===== config.mk =====
export PLATFORM = sky130hd
export DESIGN_NAME = length_prefixed_record_deframer
export DESIGN_NICKNAME = d
export VERILOG_FILES = /design/src/hdl/lpd_pkg.sv /design/src/hdl/lpd_parser.sv /design/src/hdl/lpd_out_stage.sv /design/src/hdl/length_prefixed_record_deframer.sv
export SDC_FILE = /design/constraint.sdc
export NUM_CORES = 1
export LEC_CHECK = 0
export BUFFER_PORTS_ARGS = -buffer_cell sky130_fd_sc_hd__buf_2
export CAP_MARGIN = 15
export CORE_MARGIN = 5
export CORE_UTILIZATION = 35
export CTS_CLUSTER_DIAMETER = 80
export CTS_CLUSTER_SIZE = 16
export DETAILED_ROUTE_END_ITERATION = 6
export PLACE_DENSITY = 0.61
export REMOVE_ABC_BUFFERS = 1
export SLEW_MARGIN = 20
export SYNTH_ARGS = -nofsm -noshare
export SYNTH_HDL_FRONTEND = slang
export SYNTH_SLANG_ARGS = --single-unit

===== constraint.sdc =====
create_clock -name clk -period 6.55 [get_ports clk]
set_input_delay 0.655 -clock clk [delete_from_list [all_inputs] [get_ports clk]]
set_output_delay 0.655 -clock clk [all_outputs]
set_load 0.02 [all_outputs]

===== src/hdl/lpd_pkg.sv =====
// types and constants shared by the length-prefixed record deframer
`default_nettype none
package lpd_pkg;

  localparam int unsigned MASK_W = 60;
  localparam int unsigned POS_W  = 6;
  localparam int unsigned LEN_W  = 7;

  localparam logic [7:0] CMD_WRITE  = 8'h02;
  localparam logic [7:0] CMD_ENABLE = 8'h03;
  localparam logic [7:0] MIN_LEN    = 8'd2;

  localparam logic [POS_W-1:0] OFF_LEN    = 6'd0;
  localparam logic [POS_W-1:0] OFF_CMD    = 6'd1;
  localparam logic [POS_W-1:0] OFF_ID_LO  = 6'd2;
  localparam logic [POS_W-1:0] OFF_ID_HI  = 6'd3;
  localparam logic [POS_W-1:0] OFF_VAL_0  = 6'd6;
  localparam logic [POS_W-1:0] OFF_VAL_1  = 6'd7;
  localparam logic [POS_W-1:0] OFF_VAL_2  = 6'd8;
  localparam logic [POS_W-1:0] OFF_VAL_3  = 6'd9;

  typedef enum logic [1:0] {
    EV_WRITE     = 2'd0,
    EV_HEARTBEAT = 2'd1,
    EV_MALFORMED = 2'd2
  } event_kind_t;

  typedef struct packed {
    logic [7:0] packet_byte;
    logic       packet_start;
  } in_item_t;

  typedef struct packed {
    event_kind_t event_kind;
    logic [15:0] ident;
    logic [31:0] value;
  } out_item_t;

endpackage
`default_nettype wire


===== src/hdl/lpd_parser.sv =====
// record parser: position tracking, field capture and event decode per byte
`default_nettype none
module lpd_parser import lpd_pkg::*; #(
  parameter int unsigned NUM_IDS      = 60,
  parameter int unsigned PACKET_BYTES = 64
) (
  input  wire logic              clk,
  input  wire logic              rst,
  input  wire logic              fire,
  input  wire in_item_t          in_data,
  input  wire logic              cfg_we,
  input  wire logic [MASK_W-1:0] cfg_data,
  output logic                   res_valid,
  output out_item_t              res
);

  localparam logic [LEN_W-1:0] PKT_LEN  = LEN_W'(PACKET_BYTES);
  localparam logic [POS_W-1:0] LAST_POS = POS_W'(PACKET_BYTES - 1);
  localparam logic [16:0]      ID_LIM   = 17'(NUM_IDS);
  localparam logic [16:0]      MASK_LIM = 17'(MASK_W);

  logic [MASK_W-1:0] registered_mask;
  logic [POS_W-1:0]  byte_position, byte_position_next;
  logic [POS_W-1:0]  record_offset, record_offset_next;
  logic [LEN_W-1:0]  record_length, record_length_next;
  logic [7:0]        command_code, command_code_next;
  logic [15:0]       id_accum, id_accum_next;
  logic [31:0]       value_accum, value_accum_next;
  logic              packet_halted, packet_halted_next;

  logic [POS_W-1:0]  pos_e, off_e;
  logic [LEN_W-1:0]  len_e, rem;
  logic [7:0]        cmd_e, b;
  logic [15:0]       id_e;
  logic [31:0]       val_e;
  logic              halted_e, start, bad_len, advance, id_ok;

  always_comb begin
    start    = in_data.packet_start;
    b        = in_data.packet_byte;
    pos_e    = start ? '0 : byte_position;
    halted_e = start ? 1'b0 : packet_halted;
    off_e    = start ? '0 : record_offset;
    len_e    = start ? '0 : record_length;
    cmd_e    = start ? '0 : command_code;
    id_e     = start ? '0 : id_accum;
    val_e    = start ? '0 : value_accum;

    rem     = PKT_LEN - {1'b0, pos_e};
    bad_len = (b < MIN_LEN) || (b > {1'b0, rem});
    id_ok   = ({1'b0, id_e} < ID_LIM) && ({1'b0, id_e} < MASK_LIM)
              && registered_mask[id_e[POS_W-1:0]];

    record_offset_next = off_e;
    record_length_next = len_e;
    command_code_next  = cmd_e;
    id_accum_next      = id_e;
    value_accum_next   = val_e;
    packet_halted_next = halted_e;
    advance            = 1'b1;
    res_valid          = 1'b0;
    res                = '0;

    if (!halted_e) begin
      if (off_e == OFF_LEN) begin
        if (bad_len) begin
          res_valid          = 1'b1;
          res.event_kind     = EV_MALFORMED;
          packet_halted_next = 1'b1;
          advance            = 1'b0;
          record_length_next = '0;
          command_code_next  = '0;
          id_accum_next      = '0;
          value_accum_next   = '0;
        end else begin
          record_length_next = b[LEN_W-1:0];
        end
      end else if (off_e == OFF_CMD) begin
        command_code_next = b;
      end else if (cmd_e == CMD_WRITE) begin
        case (off_e)
          OFF_ID_LO: id_accum_next = {8'h00, b};
          OFF_ID_HI: id_accum_next = {b, id_e[7:0]};
          OFF_VAL_0: value_accum_next = {24'h000000, b};
          OFF_VAL_1: value_accum_next = {val_e[31:16], b, val_e[7:0]};
          OFF_VAL_2: value_accum_next = {val_e[31:24], b, val_e[15:0]};
          OFF_VAL_3: begin
            value_accum_next = {b, val_e[23:0]};
            if (id_ok) begin
              res_valid      = 1'b1;
              res.event_kind = EV_WRITE;
              res.ident      = id_e;
              res.value      = {b, val_e[23:0]};
            end
          end
          default: ;
        endcase
      end else if (cmd_e == CMD_ENABLE && off_e == OFF_ID_LO) begin
        res_valid      = 1'b1;
        res.event_kind = EV_HEARTBEAT;
        res.value      = {24'h000000, b};
      end

      if (advance) begin
        if ({1'b0, off_e} + 7'd1 >= record_length_next) begin
          record_offset_next = '0;
          record_length_next = '0;
          command_code_next  = '0;
          id_accum_next      = '0;
          value_accum_next   = '0;
        end else begin
          record_offset_next = off_e + 6'd1;
        end
      end
    end

    if (pos_e == LAST_POS) begin
      byte_position_next = '0;
      packet_halted_next = 1'b0;
      record_offset_next = '0;
      record_length_next = '0;
      command_code_next  = '0;
      id_accum_next      = '0;
      value_accum_next   = '0;
    end else begin
      byte_position_next = pos_e + 6'd1;
    end
  end

  always_ff @(posedge clk) begin
    if (rst) begin
      registered_mask <= '0;
    end else if (cfg_we) begin
      registered_mask <= cfg_data;
    end
  end

  always_ff @(posedge clk) begin
    if (rst) begin
      byte_position <= '0;
      record_offset <= '0;
      record_length <= '0;
      command_code  <= '0;
      id_accum      <= '0;
      value_accum   <= '0;
      packet_halted <= 1'b0;
    end else if (fire) begin
      byte_position <= byte_position_next;
      record_offset <= record_offset_next;
      record_length <= record_length_next;
      command_code  <= command_code_next;
      id_accum      <= id_accum_next;
      value_accum   <= value_accum_next;
      packet_halted <= packet_halted_next;
    end
  end

  a_halted_clean: assert property (@(posedge clk) disable iff (rst)
    packet_halted |-> (record_offset == '0 && record_length == '0))
    else $error("halted packet holds record state");

  a_offset_in_record: assert property (@(posedge clk) disable iff (rst)
    (record_offset != '0) |-> ({1'b0, record_offset} < record_length))
    else $error("record offset past record length");

  a_position_range: assert property (@(posedge clk) disable iff (rst)
    {1'b0, byte_position} < PKT_LEN)
    else $error("byte position past packet end");

  a_malformed_halts: assert property (@(posedge clk) disable iff (rst)
    (fire && res_valid && res.event_kind == EV_MALFORMED && pos_e != LAST_POS)
      |=> packet_halted)
    else $error("malformed length did not halt packet");

endmodule
`default_nettype wire


===== src/hdl/lpd_out_stage.sv =====
// result register between the parser and the output channel
`default_nettype none
module lpd_out_stage import lpd_pkg::*; (
  input  wire logic      clk,
  input  wire logic      rst,
  input  wire logic      fire,
  input  wire logic      res_valid,
  input  wire out_item_t res,
  output logic           take,
  output logic           out_valid,
  input  wire logic      out_ready,
  output out_item_t      out_data
);

  logic valid;
  out_item_t data;

  assign take      = !valid || out_ready;
  assign out_valid = valid;
  assign out_data  = data;

  always_ff @(posedge clk) begin
    if (rst) begin
      valid <= 1'b0;
    end else if (take) begin
      valid <= fire && res_valid;
    end
  end

  always_ff @(posedge clk) begin
    if (take && fire && res_valid) begin
      data <= res;
    end
  end

endmodule
`default_nettype wire


===== src/hdl/length_prefixed_record_deframer.sv =====
// top level of the length-prefixed record deframer
// output: a result appears on out_valid in the cycle after its byte transfer
// throughput: one byte per cycle, a byte is taken whenever the result register is
//   empty or being drained in the same cycle
// reset: synchronous, clears position, record tracking, halt flag, result valid flag
//   and the registered mask
`default_nettype none
module length_prefixed_record_deframer import lpd_pkg::*; #(
  parameter int unsigned NUM_IDS      = 60,
  parameter int unsigned PACKET_BYTES = 64
) (
  input  wire logic              clk,
  input  wire logic              rst,
  input  wire logic              in_valid,
  output logic                   in_ready,
  input  wire in_item_t          in_data,
  output logic                   out_valid,
  input  wire logic              out_ready,
  output out_item_t              out_data,
  input  wire logic              cfg_valid,
  output logic                   cfg_ready,
  input  wire logic [MASK_W-1:0] cfg_data
);

  logic      take, fire, res_valid;
  out_item_t res;

  assign cfg_ready = 1'b1;
  assign in_ready  = take;
  assign fire      = in_valid && take;

  lpd_parser #(
    .NUM_IDS      (NUM_IDS),
    .PACKET_BYTES (PACKET_BYTES)
  ) u_parser (
    .clk       (clk),
    .rst       (rst),
    .fire      (fire),
    .in_data   (in_data),
    .cfg_we    (cfg_valid && cfg_ready),
    .cfg_data  (cfg_data),
    .res_valid (res_valid),
    .res       (res)
  );

  lpd_out_stage u_out (
    .clk       (clk),
    .rst       (rst),
    .fire      (fire),
    .res_valid (res_valid),
    .res       (res),
    .take      (take),
    .out_valid (out_valid),
    .out_ready (out_ready),
    .out_data  (out_data)
  );

endmodule
`default_nettype wire

==> out/results.txt <==
CP max-delay cell = o32ai_1
Placed inst area = 9120 sq um
DRC errors left = 0
Min-Delay Path Class = input pin to register
Layout fillers = 2306
Routed len/inst = 16.3 um
Initial antenna violation count = 0
Synth area leaders = dfxtp_1, edfxtp_1, mux2i_1
Post-DP HPWL = 14.4 mm
Mapped Area = 8230 sq um
RSZ-0062 raised after global routing = no
Finished Cell Area = 9750 sq um
Clock buffer depth = 2
Tcrit/Tclk final = 0.772
Setup violators final = 0
Fin. max-slew vios = 0
Clock sinks = 179
Commonest cells in the netlist = dfxtp_1, nor2_1, mux2i_1, edfxtp_1, nand2_1
Pwr Density = 268 nW/um^2
Drt first pass iters = 5
Fin util = 0.418
TritonCTS clock tree = yes
Die area = 26700 sq um
Fin Setup TNS = 0 ns
Num ports = 127
Max FO, Critical Path = 11
Clk pin slew, worst setup/hold paths = 0.07 ns
CTS root buffer = clkbuf_16
Row Count = 56
Postcts setup bufs = 0
Total track usage = 0.154
Resized Gates After CTS = 0
Worst slew margin = 0.309
Vias in the first global route = 6210
H-tree levels = 4
Post-synth EDFFs = 50
Final net count = 1024
CTS Hold Bufs = 0
First-pass GRT wire length = 32.9 mm
Ant diodes = 0
Crit-path cells = or3_1, nor3_1, xnor2_1, nand2_1, ha_1, or3_1, o32ai_1, nand2_1, o21ai_0, inv_1, ha_1, a21oi_1, o21ai_0, a21oi_1, o21a_1, nand3_1, o21ai_1, a22o_1
Main flop type after synthesis = dfxtp_1
RePlAce Congestion = 0.840
Least-Margin Pin Slew = 1.04 ns
Starting DRT DRC Count = 516
Clk_skew = 0.00868 ns
CP Data Required Time = 6.92 ns
Most frequent cell after synthesis = dfxtp_1
Share of cells above drive strength 1 = 0.192
Max stage delay on crit path = 0.77 ns
Critical Path Source Type = register
Critical Path Sink Type = register
Initial Utilization = 0.353
Top cell type's share of synthesized area = 0.314
Vias = 6499
Endpoints failing hold = 0
Cts bufs inserted = 17
Syn-to-layout area delta = 18.5%
PnR worst setup slack = 1.49 ns
Max-capacitance violation count = 0
Critical path arrival = 5.43 ns
ANT nets after route = 0
Hold Slack = 0.453 ns
Core area = 23300 sq um
I/O Buffers = 125
P_leak = 3.85 nW
Post-synth ARST share = 0
Pin count of the biggest net entering global routing = 61
Min Tclk post-route = 5.06 ns
Number of synthesized register bits = 179
Worst-Skew Late Latency = 0.43 ns
Synth area leader = dfxtp_1
Synth Instances = 825
Cell variety after synth = 65
Die Span X = 163 um
Worst vdd ir = 0.163 mV
Run status = completed
Maximum clock frequency = 198 MHz
Seq/Total Area, Yosys = 0.496
Critical path type = register to register
Worst slack, placed = 1.12 ns
Total gr overflow = 0
Syn Area/Cell = 9.97 sq um
Yosys warns = 0
Die Ht = 163 um
Final wirelength = 20.6 mm
Vias per cell = 5.15
==> power breakdown <==
part	total (mW)	switching, mW	internal, mW
combinational	0.300	0.197	0.103
clock	1.10	0.450	0.650
sequential	1.22	0.0205	1.20
total	2.62	0.668	1.95
==> area by class of cell <==
class                           instances  area [sq um]  share of cell area
Timing Repair Buffer                  135           703              0.0721
Sequential cell                       179          4080               0.419
Clock inverter                         12           194              0.0199
Clock buffer                           20           437              0.0448
Inverter                               18          67.6             0.00693
Multi-Input combinational cell        579          3870               0.397
Tap cell                              319           399              0.0409
==> metrics by stage <==
| step | cells | total power, mW |
|---|---|---|
| 2_1_floorplan | 776 | 1.41 |
| 3_3_place_gp | 1230 | 1.54 |
| 3_5_place_dp | 1230 | 1.54 |
| 4_1_cts | 1262 | 2.64 |
| 5_1_grt | 1262 | 2.72 |
| 6_report | 1262 | 2.62 |
==> cells in the final DEF, fill, tap and decap left out, types with 21 or more instances in the layout <==
cell type,count
nand3_1,23
nand2_1,50
a21oi_1,21
dfxtp_1,129
o21ai_0,27
a22o_1,23
and2_1,34
o2bb2ai_1,23
mux2i_1,68
nor2_1,107
edfxtp_1,50
buf_2,124
==> worst max-delay path: cells and delay by family (launching register included) <==
family | cells | cell delay, ns
buffers and inverters | 1 | 0.07
adder cells (fa/ha/maj) | 2 | 0.49
AND/OR/NAND/NOR | 6 | 1.36
flip-flops | 1 | 0.39
AO/OA/AOI/OAI | 8 | 2.54
XOR/XNOR | 1 | 0.14
==> per-layer routing <==
metal  global-route usage  up-vias  part of all wire
met5                    0        -                 0
met3               0.0295       35             0.045
met1                0.209     3084              0.47
met2                0.245      180              0.47
met4               0.0579        0             0.022
li1                     -     3200                 -
==> final timing paths <==
check	to	slack (ns)	cells after the start	start
worst min register to register	u_parser.value_accum[20]	0.46	1	u_parser.value_accum[20]
worst max-delay path	u_parser.value_accum[11]	1.49	18	u_parser.byte_position[2]
worst min-delay path	u_parser.registered_mask[43]	0.45	3	cfg_data[43]
worst max register to register	u_parser.value_accum[11]	1.49	18	u_parser.byte_position[2]
==> flip-flops by register name (all words and copies together) (netlist names) <==
| name | flops |
|---|---|
| u_parser.record_length | 7 |
| u_parser.packet_halted | 1 |
| u_out.out_valid | 1 |
| u_parser.record_offset | 6 |
| u_parser.byte_position | 6 |
| u_parser.value_accum | 24 |
| u_parser.registered_mask | 60 |
| u_parser.id_accum | 16 |
| u_out.out_data | 50 |
| u_parser.command_code | 8 |
==> logic make-up after synthesis <==
kind of cell / count (synthesis) / share of synthesized area
XOR/XNOR: 6 / 0.00639
AO/OA/AOI/OAI: 170 / 0.153
AND/OR/NAND/NOR: 295 / 0.176
adder cells (fa/ha/maj): 20 / 0.0304
multiplexers: 77 / 0.0978
flip-flops: 179 / 0.496
other: 2 / 0.000913
buffers and inverters: 76 / 0.0391
Note: power is estimated with default switching activity, not from simulation.
